$ cat config.mk
export PLATFORM = sky130hd
export DESIGN_NAME = segmented_length_prefix_deframer_top
export DESIGN_NICKNAME = d
export VERILOG_FILES = /design/src/hdl/slpd_pkg.sv /design/src/hdl/slpd_in_reg.sv /design/src/hdl/slpd_core.sv /design/src/hdl/slpd_out_reg.sv /design/src/hdl/segmented_length_prefix_deframer_top.sv
export SDC_FILE = /design/constraint.sdc
export NUM_CORES = 1
export LEC_CHECK = 0
export ABC_AREA = 1
export BUFFER_PORTS_ARGS = -buffer_cell sky130_fd_sc_hd__buf_2
export CAP_MARGIN = 20
export CORE_UTILIZATION = 52
export CTS_CLUSTER_DIAMETER = 80
export DETAILED_ROUTE_END_ITERATION = 10
export GPL_ROUTABILITY_DRIVEN = 0
export PLACE_DENSITY = 0.77
export REMOVE_ABC_BUFFERS = 1
export SKIP_LAST_GASP = 1
export SLEW_MARGIN = 40
export SYNTH_ARGS = -nofsm -noshare
export SYNTH_HDL_FRONTEND = slang
export SYNTH_SLANG_ARGS = --single-unit
export TNS_END_PERCENT = 50
$ cat constraint.sdc
create_clock -name clk -period 2.1 [get_ports clk]
set_input_delay 0.21 -clock clk [delete_from_list [all_inputs] [get_ports clk]]
set_output_delay 0.21 -clock clk [all_outputs]
set_load 0.01 [all_outputs]
$ cat src/hdl/slpd_pkg.sv
// Shared types and constants for the segmented length-prefix deframer.
package slpd_pkg;

	localparam int unsigned BYTE_W = 8;
	localparam int unsigned LEN_W  = 16;

	// Payload length of a continuation segment (length code 0)
	localparam logic [BYTE_W-1:0] MAX_SEGMENT = 8'd255;
	localparam logic [BYTE_W-1:0] CONT_CODE   = 8'd0;
	localparam logic [LEN_W-1:0]  MAX_MSG_LEN_RESET = 16'd1199;

	typedef struct packed {
		logic [BYTE_W-1:0] data_byte;
		logic              dropped;
		logic              end_of_message;
		logic [LEN_W-1:0]  message_length;
		logic              truncated;
	} result_t;

endpackage

$ cat src/hdl/slpd_in_reg.sv
// Input register stage: holds one stream byte until the core takes it.
module slpd_in_reg (
	input  logic                        clk,
	input  logic                        arst_n,
	input  logic                        in_valid,
	output logic                        in_ready,
	input  logic [slpd_pkg::BYTE_W-1:0] in_byte,
	input  logic                        take,
	output logic                        valid_s1,
	output logic [slpd_pkg::BYTE_W-1:0] byte_s1
);

	logic load;

	assign in_ready = !valid_s1 || take;
	assign load     = in_valid && in_ready;

	always_ff @(posedge clk or negedge arst_n) begin
		if (!arst_n) begin
			valid_s1 <= 1'b0;
		end else if (load) begin
			valid_s1 <= 1'b1;
		end else if (take) begin
			valid_s1 <= 1'b0;
		end
	end

	always_ff @(posedge clk) begin
		if (load) begin
			byte_s1 <= in_byte;
		end
	end

endmodule

$ cat src/hdl/slpd_core.sv
// Deframer core: segment state, capacity register and per-byte result logic.
module slpd_core (
	input  logic                        clk,
	input  logic                        arst_n,
	input  logic                        cfg_valid,
	input  logic [slpd_pkg::LEN_W-1:0]  cfg_data,
	input  logic                        valid_s1,
	input  logic [slpd_pkg::BYTE_W-1:0] byte_s1,
	input  logic                        out_free,
	output logic                        take,
	output logic                        res_valid,
	output slpd_pkg::result_t           res
);

	logic [slpd_pkg::LEN_W-1:0]  max_msg_len_q;
	logic                        in_payload_q;
	logic [slpd_pkg::BYTE_W-1:0] bytes_left_q;
	logic                        final_q;
	logic [slpd_pkg::LEN_W-1:0]  kept_q;
	logic                        ovf_q;

	logic                        keep;
	logic [slpd_pkg::LEN_W-1:0]  kept_n;
	logic [slpd_pkg::BYTE_W-1:0] left_n;
	logic                        seg_done;
	logic                        last;

	// Length bytes need no output slot; payload bytes wait for one
	assign take      = valid_s1 && (!in_payload_q || out_free);
	assign res_valid = take && in_payload_q;

	always_comb begin
		keep     = kept_q < max_msg_len_q;
		kept_n   = keep ? kept_q + 16'd1 : kept_q;
		left_n   = bytes_left_q - 8'd1;
		seg_done = left_n == 8'd0;
		last     = seg_done && final_q;

		res.data_byte      = byte_s1;
		res.dropped        = !keep;
		res.end_of_message = last;
		res.message_length = last ? kept_n : '0;
		res.truncated      = last && (ovf_q || !keep);
	end

	always_ff @(posedge clk or negedge arst_n) begin
		if (!arst_n) begin
			max_msg_len_q <= slpd_pkg::MAX_MSG_LEN_RESET;
		end else if (cfg_valid) begin
			max_msg_len_q <= cfg_data;
		end
	end

	always_ff @(posedge clk or negedge arst_n) begin
		if (!arst_n) begin
			in_payload_q <= 1'b0;
			bytes_left_q <= '0;
			final_q      <= 1'b0;
			kept_q       <= '0;
			ovf_q        <= 1'b0;
		end else if (take) begin
			if (!in_payload_q) begin
				in_payload_q <= 1'b1;
				if (byte_s1 == slpd_pkg::CONT_CODE) begin
					bytes_left_q <= slpd_pkg::MAX_SEGMENT;
					final_q      <= 1'b0;
				end else begin
					bytes_left_q <= byte_s1;
					final_q      <= 1'b1;
				end
			end else begin
				bytes_left_q <= left_n;
				if (seg_done) begin
					in_payload_q <= 1'b0;
				end
				if (last) begin
					kept_q  <= '0;
					ovf_q   <= 1'b0;
					final_q <= 1'b0;
				end else begin
					kept_q <= kept_n;
					ovf_q  <= ovf_q || !keep;
				end
			end
		end
	end

endmodule

$ cat src/hdl/slpd_out_reg.sv
// Result register: holds one result beat until the receiver takes it.
module slpd_out_reg (
	input  logic              clk,
	input  logic              arst_n,
	input  logic              res_valid,
	input  slpd_pkg::result_t res,
	input  logic              out_ready,
	output logic              out_valid,
	output logic              out_free,
	output slpd_pkg::result_t res_q
);

	assign out_free = !out_valid || out_ready;

	always_ff @(posedge clk or negedge arst_n) begin
		if (!arst_n) begin
			out_valid <= 1'b0;
		end else if (res_valid) begin
			out_valid <= 1'b1;
		end else if (out_ready) begin
			out_valid <= 1'b0;
		end
	end

	always_ff @(posedge clk) begin
		if (res_valid) begin
			res_q <= res;
		end
	end

endmodule

$ cat src/hdl/segmented_length_prefix_deframer_top.sv
// Top level of the segmented length-prefix deframer.
//
// Input channel (in_valid/in_ready/in_byte) carries one stream byte per beat.
// A message is a chain of segments: a length byte, then its payload. Code 0
// opens a 255-byte segment with more to follow; code n > 0 opens the final
// segment of n bytes. Length bytes give no output beat.
// Output channel (out_valid/out_ready) carries one beat per payload byte:
// data_byte, dropped, and on the last byte end_of_message, message_length and
// truncated. Bytes beyond the capacity are marked dropped and not counted.
// Configuration channel (cfg_valid/cfg_ready/cfg_data) writes the capacity
// max_msg_len; cfg_ready is always high. Write it only while idle.
// Path: an accepted input beat loads the input register; the core then passes
// a payload byte through its combinational logic into the result register.
// Throughput: one byte per cycle while payload bytes find the result register
// free, set by the state update in the core between the two registers.
// Reset clears all segment state and both valid flags, and loads capacity 1199.
// When the receiver stalls, the result register holds its beat; one more byte
// waits in the input register, and in_ready drops only when both are full
// and the waiting byte is payload.
module segmented_length_prefix_deframer_top (
	input  logic        clk,
	input  logic        arst_n,
	input  logic        cfg_valid,
	output logic        cfg_ready,
	input  logic [15:0] cfg_data,
	input  logic        in_valid,
	output logic        in_ready,
	input  logic [7:0]  in_byte,
	output logic        out_valid,
	input  logic        out_ready,
	output logic [7:0]  data_byte,
	output logic        dropped,
	output logic        end_of_message,
	output logic [15:0] message_length,
	output logic        truncated
);

	logic              valid_s1;
	logic [7:0]        byte_s1;
	logic              take;
	logic              out_free;
	logic              res_valid;
	slpd_pkg::result_t res;
	slpd_pkg::result_t res_q;

	// Capacity register takes every write at once
	assign cfg_ready = 1'b1;

	slpd_in_reg u_in_reg (
		.clk      (clk),
		.arst_n   (arst_n),
		.in_valid (in_valid),
		.in_ready (in_ready),
		.in_byte  (in_byte),
		.take     (take),
		.valid_s1 (valid_s1),
		.byte_s1  (byte_s1)
	);

	slpd_core u_core (
		.clk       (clk),
		.arst_n    (arst_n),
		.cfg_valid (cfg_valid),
		.cfg_data  (cfg_data),
		.valid_s1  (valid_s1),
		.byte_s1   (byte_s1),
		.out_free  (out_free),
		.take      (take),
		.res_valid (res_valid),
		.res       (res)
	);

	slpd_out_reg u_out_reg (
		.clk       (clk),
		.arst_n    (arst_n),
		.res_valid (res_valid),
		.res       (res),
		.out_ready (out_ready),
		.out_valid (out_valid),
		.out_free  (out_free),
		.res_q     (res_q)
	);

	// Unpack the held result onto the output ports
	assign data_byte      = res_q.data_byte;
	assign dropped        = res_q.dropped;
	assign end_of_message = res_q.end_of_message;
	assign message_length = res_q.message_length;
	assign truncated      = res_q.truncated;

endmodule

# Word level (Yosys, flattened, before mapping)
# Index checks and enable logic that the tools add are counted.
# totals
reg_bits,80
latch_bits,0
mem_bits_rw,0
romBits,0
inputBits,29
output_inout_bits,30
word_cells,51
memories,0
# op_classes
addsub,2
mul,0
div,0
order_cmp,1
eq_ne,1
shifts,0
muxes,14
bitwise,0
n_reduce_logical,19
# ops
op,n
16-bit 2-to-1 mux,2
16-bit by 1-bit adder with 16-bit output (second input constant),1
8-bit logical NOT,2
16-bit less-than comparator,1
8-bit 2-to-1 mux,2
1-bit 2-to-1 mux,10
8-bit by 1-bit subtractor with 8-bit output (second input constant),1
1-bit logical AND,5
1-bit logical NOT,4
1-bit logical OR,4
2-bit AND reduction,2
2-bit nonzero test,2
2-bit inequality test (second input constant),1

# Depth between registers and ports, before layout
# Gate-level depths: netlist of run 1.
# logic_depth
word_depth,7
mapped_depth,15
depth_no_buf,14

# By module
# A second synthesis of run 1 with hierarchy kept.
# unflattened
cells_unflattened,481
area_unflattened_um2,4247.8
# modules_own_cells
module,instances,cells_per_inst,area_each_um2,seq_area_each_um2
slpd_core,1,433,3095.5,1084.8
slpd_out_reg,1,32,855.8,835.8
slpd_in_reg,1,14,285.3,265.3
segmented_length_prefix_deframer_top,1,2,11.3,0.0

# Least setup slack after synthesis of run 1
# Ideal clock, no wire load.
# synth_path
path_kind,flip-flop to flip-flop
startpoint,reg u_core.max_msg_len_q[5] (netlist bit)
endpoint,reg u_out_reg.res_q[7] (netlist name)
setup_time_ns,0.259
t_arrival_ns,1.776
t_required_ns,1.841
slack_ns,0.065
path_stages_with_launch,12
path_buffers,1
period_less_slack_ns,2.035
path_cell_list,dfstp_2 > inv_1 > ha_1 > a21oi_1 > nor2_1 > nor3_1 > nand2_1 > nand2_1 > nand2_2 > buf_2 > nand2_1 > a21oi_1
# synth_between
elab_chain_len,2
# synth_lines
element,line,rtl
from (decl),slpd_core.sv:15,logic [slpd_pkg::LEN_W-1:0] max_msg_len_q;
from (signal assigned),slpd_core.sv:48,max_msg_len_q <= slpd_pkg::MAX_MSG_LEN_RESET;
from (signal assigned),slpd_core.sv:50,max_msg_len_q <= cfg_data;
16-bit less-than comparator,slpd_core.sv:33,keep = kept_q < max_msg_len_q;
16-bit 2-to-1 mux,slpd_core.sv:34,kept_n = keep ? kept_q + 16'd1 : kept_q;
# No other way between the ends.
# A chain may end at the register's enable or synchronous reset.

# Worst setup path in the final report of run 1
# layout_path
startpoint,reg u_core.max_msg_len_q[5] (netlist bit)
endpoint,reg u_out_reg.res_q[10] (netlist name)
# layout_between
elab_chain_len,2
# layout_lines
element,line
16-bit less-than comparator,slpd_core.sv:33
16-bit 2-to-1 mux,slpd_core.sv:34
# No other way between the ends.

==> metrics, run 1 <==
Tightest Hold Check Type in2reg; WHS Path Cells 1; core area about 7400 µm²; DR DRC count 0; top cells by area, synth edfxtp_1 26%, dfrtp_1 23%, nand2_1 14%, ha_1 5.5%, dfstp_2 4.5%; failing checks negative setup slack; top_reg_cell synth dfrtp_1; share of layout cells above drive strength 1 0.2459; Area growth, synth to finish 21.02%; r2r setup slk -0.04 ns; post-synthesis mux area share 0.002753; Design Area, Final between 4000 and 5000 µm²; I/O Buffers 57; Total Routing Usage GR 0.2315; r2r endpoint u_out_reg.res_q[10]; Pleak between 2 and 2.5 nW; IO Pins a little under 60; adder-cell area share of the yosys netlist 0.05506; drt pass-1 iters 5; Final #Nets a little under 600; Worst-path clk slew ~0.090 ns; initial antenna violation count 0; Slew Limit Headroom 0.5945; Synth Instances between 400 and 500; maximum VDD drop 0.3901 mV; Final Max Slew Viols 0; Setup WS post-layout -0.04365 ns; crit path capture type flip-flop; Die ar. 8225 µm²; Worst Max-Slew Pin Slew 0.6083 ns; CTS root buf clkbuf_8; Finish-stage setup viols 5; row count 31; PD cells between 1000 and 1500 nW/µm²; leading area contributor after synthesis edfxtp_1; R2R depth 10; Skew-Pair Late Insertion Delay between 0.3 and 0.4 ns; DP Area between 4000 and 5000 µm²; Syn Area/Cell between 8 and 9 µm²; run status finished with violations; Synth Area in Simple Gates 0.2444; RSZ-0062 raised after global routing true; largest family of logic cells by synthesized area simple AND/OR/NAND/NOR gates; Critical Path AT about 2.4 ns; first-pass GRT wire length around 15000 µm; H-Tree Level Count 3; complex-gate fraction of the synthesized area 0.07525; Initial Util 0.5521; fin crit period 2.144 ns; DRT iter0 DRCs about 260; post-DP HPWL between 6000 and 7000 µm; RR Startpoint u_core.max_msg_len_q[5]; Die Ht just over 90 µm; period utilisation layout 1.021; hold path startpoint in_byte[6]; ANT cells 0; max cap viols 0; Async SR Flop Fraction 0.5625; xor and xnor area share after synthesis 0.03181; maximum net fanout on the critical path 9; Clock Skew 0.009039 ns; #FFs+latches synth 80; cts bufs inserted 9; Setup WS pre-CTS -0.04982 ns; post-synthesis sequential area ratio 0.5344; Post-Syn Area ~4000 µm²; Max Clk Rate around 470 MHz; Req. time, crit path 2.32 ns; Routed Antenna Nets 0; Power, Total between 0.004 and 0.005 W; GRT overflow 0; YS warnings 0; Post-Layout Cell Count between 600 and 700; CTS Sinks 80; top-area cell type share of the netlist area 0.2570; Setup TNS -0.1323 ns; Synth cell types 33; largest net degree at the start of global routing 46; Die W between 90 and 100 µm; Max Root-Sink Buffers 2; TritonCTS clock tree built; number of instances in the placed design 624; WHS Endpoint u_in_reg.byte_s1[6]; DRT Wirelength about 9400 µm; number of synthesized flops with an enable pin 35; most frequent cell after synthesis nand2_1; CP startpoint kind flip-flop; Post-synth top cells 154 x nand2_1, 39 x inv_1, 38 x dfrtp_1, 35 x edfxtp_1, 32 x nand3_1; Vias about 3500; Setup CP Type reg2reg; DR WL/cell roughly 14 µm; via/cell ratio roughly 5.3; Hold Fails Final Rpt 0; vias in the first global route between 3000 and 4000
-- power breakdown --
part | total [W] | internal (W) | switching, W
logic | 0.00165 | 0.000622 | 0.00103
clock network | 0.00113 | 0.000548 | 0.000582
registers | 0.00221 | 0.00200 | 0.000217
total | 0.00500 | 0.00317 | 0.00183
-- worst max-delay path, stage by stage, from the launching register on --
cell and delay [ns]:
dfstp_2 0.52, inv_1 0.05, ha_1 0.30, a21oi_2 0.16, nor2_1 0.05, nor3_1 0.14
nand2_1 0.13, nand2_4 0.15, buf_8 0.15, nand3_1 0.16, a21oi_2 0.19
-- routing by layer --
metal  part of all wire  global-route usage  routed length (µm)
met1               0.42              0.2891                3905
met2               0.50              0.3883                4672
met3              0.065             0.03704                 613
met4              0.018              0.1169                 168
met5                  0                   0                   0
-- state kept, by name, summed over array words and instances (netlist names), 8 cells and up --
signal                flops
u_core.bytes_left_q       8
u_core.kept_q            16
u_core.max_msg_len_q     16
u_in_reg.byte_s1          8
u_out_reg.res_q          27
-- area by class of cell --
| type | instances | area, µm² |
|---|---|---|
| timing repair buffer | 82 | 510.5 |
| fill | 593 | 2459 |
| clock buffer | 9 | 123.9 |
| multi-input combinational | 328 | 1772 |
| sequential | 80 | 2186 |
| inverter | 43 | 161.4 |
| tap | 99 | 123.9 |
| clock inverter | 7 | 72.57 |
-- stage by stage --
stage / hold slack, ns / util
after global routing: 0.004059 / 0.6681
after CTS: 0.002884 / 0.6463
after detailed placement: 0.3452 / 0.6178
after global placement: 0.3372 / 0.6178
final: 0.01035 / 0.6681
after floorplan: -0.08559 / -
-- cells in the final DEF (no fill, tap or decap), drive strengths merged, types with 2 or more instances in the layout --
master | netlist | layout
nand2 | 156 | 158
dfrtp | 38 | 38
o21ai | 25 | 25
ha | 18 | 18
clkinv | 0 | 5
edfxtp | 35 | 35
a21oi | 25 | 25
xnor2 | 6 | 6
o22ai | 3 | 3
nand3b | 2 | 2
inv | 43 | 43
clkbuf | 7 | 9
xor2 | 8 | 8
nand4 | 6 | 6
dfstp | 7 | 7
buf | 6 | 81
o211ai | 3 | 3
nor2 | 32 | 32
nand3 | 33 | 33
nor3 | 5 | 5
-- logic make-up (layout without fill, tap and decap cells) --
kind of cell / Yosys count / after routing
buffers and inverters: 56 / 141
DFF: 80 / 80
adders and majority gates: 18 / 18
and+or+nand+nor: 234 / 236
AOI/OAI and AO/OA: 58 / 58
xor gates and xnor gates: 14 / 14
other: 1 / 1
muxes: 1 / 1
-- worst max path at each step --
stage / startpoint / cells after the start / endpoint / slack (ns)
detailed placement: u_core.bytes_left_q[1] / 12 / u_core.kept_q[9] / -0.05
CTS: u_core.max_msg_len_q[5] / 10 / u_out_reg.res_q[10] / -0.04
global placement: u_core.max_msg_len_q[5] / 10 / u_out_reg.res_q[15] / 0.02
finish: u_core.max_msg_len_q[5] / 10 / u_out_reg.res_q[10] / -0.04
global route: u_core.max_msg_len_q[5] / 10 / u_out_reg.res_q[10] / -0.11
floorplan: u_core.in_payload_q / 5 / u_out_reg.res_q[0] / -0.20
-- timing repair --
item	4_1_cts	5_1_grt
pin swaps	0	6
gates cloned	0	4
hold buffers	1	0
endpoints found under the hold margin	38	0
setup endpoints to repair	30	34
setup buffers	0	3
resized for setup	1	27
Power figures use the tool's default switching activity.
==> inputs of run 2 (changes only) <==
ABC_AREA = unset   (was 1)
CORE_UTILIZATION = 51   (was 52)
MAX_ROUTING_LAYER = met4   (was unset)
PLACE_DENSITY = 0.76   (was 0.77)
==> run 2 against run 1 <==
The flow still finishes with violations (negative setup slack). Global-route usage rose by 2.0 points. Non-clock buffer count rose by 49. Core utilization rose by 4.8 points. Final area rose by 6.6%. Flip-flop and latch count did not move. Largest cell class unchanged. Clock-buffer cell count rose by 1. Combinational power rose by 24%.
==> metrics, run 2 <==
largest net degree at the start of global routing 46 (unchanged); Max Root-Sink Buffers 2 (unchanged); core area 7370 µm² (-0.52%); Finish-stage setup viols 38 (+33); DR DRC count 0 (unchanged); Area growth, synth to finish 33.47%; cts bufs inserted 9 (unchanged); max reg flops 27 (unchanged); initial antenna violation count 0 (unchanged); top-area cell type share of the netlist area 0.2657 (+0.008779); period utilisation layout 1.192 (+0.1710); Top reg by flops u_out_reg.res_q; Pleak 2.380 nW (-2.3%); Final #Nets 550 (-6.9%); run status finished with violations; Vias 3503 (+1.3%); via/cell ratio 5.771 (+8.2%); #FFs+latches synth 80 (unchanged); DRT iter0 DRCs 245 (-7.2%); share of layout cells above drive strength 1 0.3583 (+0.1124); Setup TNS -10.34 ns (-10.21 ns); row count 31 (unchanged); top cells by area, synth edfxtp_1 27%, dfrtp_1 24%, ha_1 5.7%, dfstp_2 4.7%, nand2_1 3.6%; Worst Max-Slew Pin Slew 0.6048 ns (-0.003474 ns); number of synthesized flops with an enable pin 35 (unchanged); Post-Layout Cell Count 607 (-6.3%); CP startpoint kind flip-flop; RSZ-0062 raised after global routing true; top_reg_cell synth dfrtp_1; complex-gate fraction of the synthesized area 0.1487 (+0.07343); Synth Instances 376 (-19%); Syn Area/Cell 10.52 µm² (+19%); Post-synth top cells 38 x dfrtp_1, 38 x nand2_1, 35 x edfxtp_1, 28 x inv_1, 28 x o21ai_0; DR WL/cell 16.06 µm (+11%); crit path capture type flip-flop; largest family of logic cells by synthesized area simple AND/OR/NAND/NOR gates; Skew-Pair Late Insertion Delay 0.36 ns (about the same); YS warnings 0 (unchanged); I/O Buffers 57 (unchanged); number of instances in the placed design 572 (-8.3%); DRT Wirelength 9746 µm (+4.1%); Hold Fails Final Rpt 0 (unchanged); RR Startpoint u_core.max_msg_len_q[1]; PD cells 999.6 nW/µm² (-0.97%); first-pass GRT wire length 15530 µm (+4.0%); Routed Antenna Nets 0 (unchanged); CTS root buf clkbuf_8; Setup CP Type reg2reg; xor and xnor area share after synthesis 0.02436 (-0.007455); TritonCTS clock tree built; post-synthesis sequential area ratio 0.5527 (+0.01826); adder-cell area share of the yosys netlist 0.05694 (+0.001881); Async SR Flop Fraction 0.5625 (unchanged); WHS Path Cells 1 (unchanged); most common cell after layout, fill and taps aside buf_4; Final Max Slew Viols 0 (unchanged); Power, Total 0.005277 W (+5.6%); post-DP HPWL 6211 µm (+2.6%); Clock Skew 0.007180 ns (-0.001859 ns); CP startpoint u_core.max_msg_len_q[1]; Critical Path AT 2.75 ns (+0.38 ns); Req. time, crit path 2.35 ns (+0.03 ns); Setup WS post-layout -0.4028 ns (-0.3591 ns); Design Area, Final 5279 µm² (+6.6%); post-synthesis mux area share 0.01076 (+0.008003); CTS Sinks 80 (unchanged); leading area contributor after synthesis edfxtp_1; max cap viols 0 (unchanged); Max Clk Rate 399.6 MHz (-14%); Slew Limit Headroom 0.5968 (+0.002316); Die ar. 8111 µm² (-1.4%); Synth Area in Simple Gates 0.1626 (-0.08181); drt pass-1 iters 7 (+2); ANT cells 0 (unchanged); Worst-path clk slew 0.08 ns (about the same); IO Pins 59 (unchanged); failing checks negative setup slack; Top Registers u_out_reg.res_q x27, u_core.kept_q x16, u_core.max_msg_len_q x16; Tightest Hold Check Type in2reg; Die W 90.06 µm (-0.69%); most frequent cells in the layout 61 x buf_4, 59 x buf_2, 38 x dfrtp_1; Initial Util 0.5367 (-0.01543); Die Ht 90.06 µm (-0.69%); hold path startpoint in_byte[6]; R2R depth 7 (-3); H-Tree Level Count 3 (unchanged); vias in the first global route 3397 (+1.1%); Total Routing Usage GR 0.2511 (+0.01963); DP Area 4716 µm² (+3.0%); maximum net fanout on the critical path 3 (-6); Synth cell types 51 (+55%); GRT overflow 0 (unchanged); Post-Syn Area 3955 µm² (-3.3%); maximum VDD drop 0.4078 mV (+4.5%); fin crit period 2.503 ns (+0.3591 ns)
-- run 2: logic make-up (layout without fill, tap and decap cells) --
group,count (synthesis),after routing
simple gates,126,126
compound gates,92,92
mux,4,4
xor+xnor,11,11
fa+ha+maj,18,18
flops,80,80
buf+inv,44,176
other cells,1,1
-- run 2: routing by layer --
layer | track usage | share of wire | up-vias
li1 | - | - | 1628
met1 | 0.3093 | 0.42 | 1689
met2 | 0.4020 | 0.50 | 160
met3 | 0.04230 | 0.064 | 26
met4 | 0.1250 | 0.024 | 0
met5 | - | 0 | -
-- run 2: critical path: stages, from the launching register on --
cell	delay, ns
dfstp_2	0.53
inv_2	0.04
ha_4	0.22
a2111o_1	0.42
a32oi_4	0.31
nand3b_4	0.14
or4_1	0.50
a32o_1	0.23
-- run 2: per-stage QoR --
stage / setup slack, ns / util / hold slack (ns)
2_1_floorplan: -1.040 / - / -0.08559
3_3_place_gp: -0.3973 / 0.6399 / 0.3260
3_5_place_dp: -0.4539 / 0.6399 / 0.3354
4_1_cts: -0.4195 / 0.7027 / 0.01174
5_1_grt: -0.5120 / 0.7163 / 0.005768
6_report: -0.4028 / 0.7163 / 0.02355
-- run 2: repair_timing --
item,4_1_cts,5_1_grt
gates resized for setup,34,19
buffers inserted,13,4
endpoints found under the hold margin,38,0
pin swaps,13,13
hold buffers,1,0
setup endpoints to repair,38,37
cloned,2,0
-- run 2: area by class of cell --
| cell class | instances | area, µm² |
|---|---|---|
| sequential | 80 | 2186 |
| timing repair buffer | 131 | 879.6 |
| multi-input combinational | 252 | 1793 |
| tap | 99 | 123.9 |
| inverter | 29 | 108.9 |
| clock buffer | 10 | 127.6 |
| clock inverter | 6 | 60.06 |
| fill | 516 | 2091 |
-- run 2: worst paths after layout --
| path | end | slack, ns |
|---|---|---|
| setup / recovery | u_core.kept_q[14] | -0.40 |
| hold / removal | u_in_reg.byte_s1[6] | 0.02 |
| min in group asynchronous | u_core.max_msg_len_q[8] | 0.51 |
| max in group asynchronous | u_core.bytes_left_q[1] | 1.17 |
| setup reg to reg | u_core.kept_q[14] | -0.40 |
| hold reg to reg | u_out_reg.res_q[19] | 0.50 |
-- run 2: power breakdown --
group	internal, W	total (W)	leakage [nW]	switching, W
clock network	0.000546	0.00111	0.0941	0.000563
logic	0.000955	0.00205	1.43	0.00110
registers	0.00194	0.00212	0.861	0.000172
total	0.00344	0.00528	2.38	0.00183
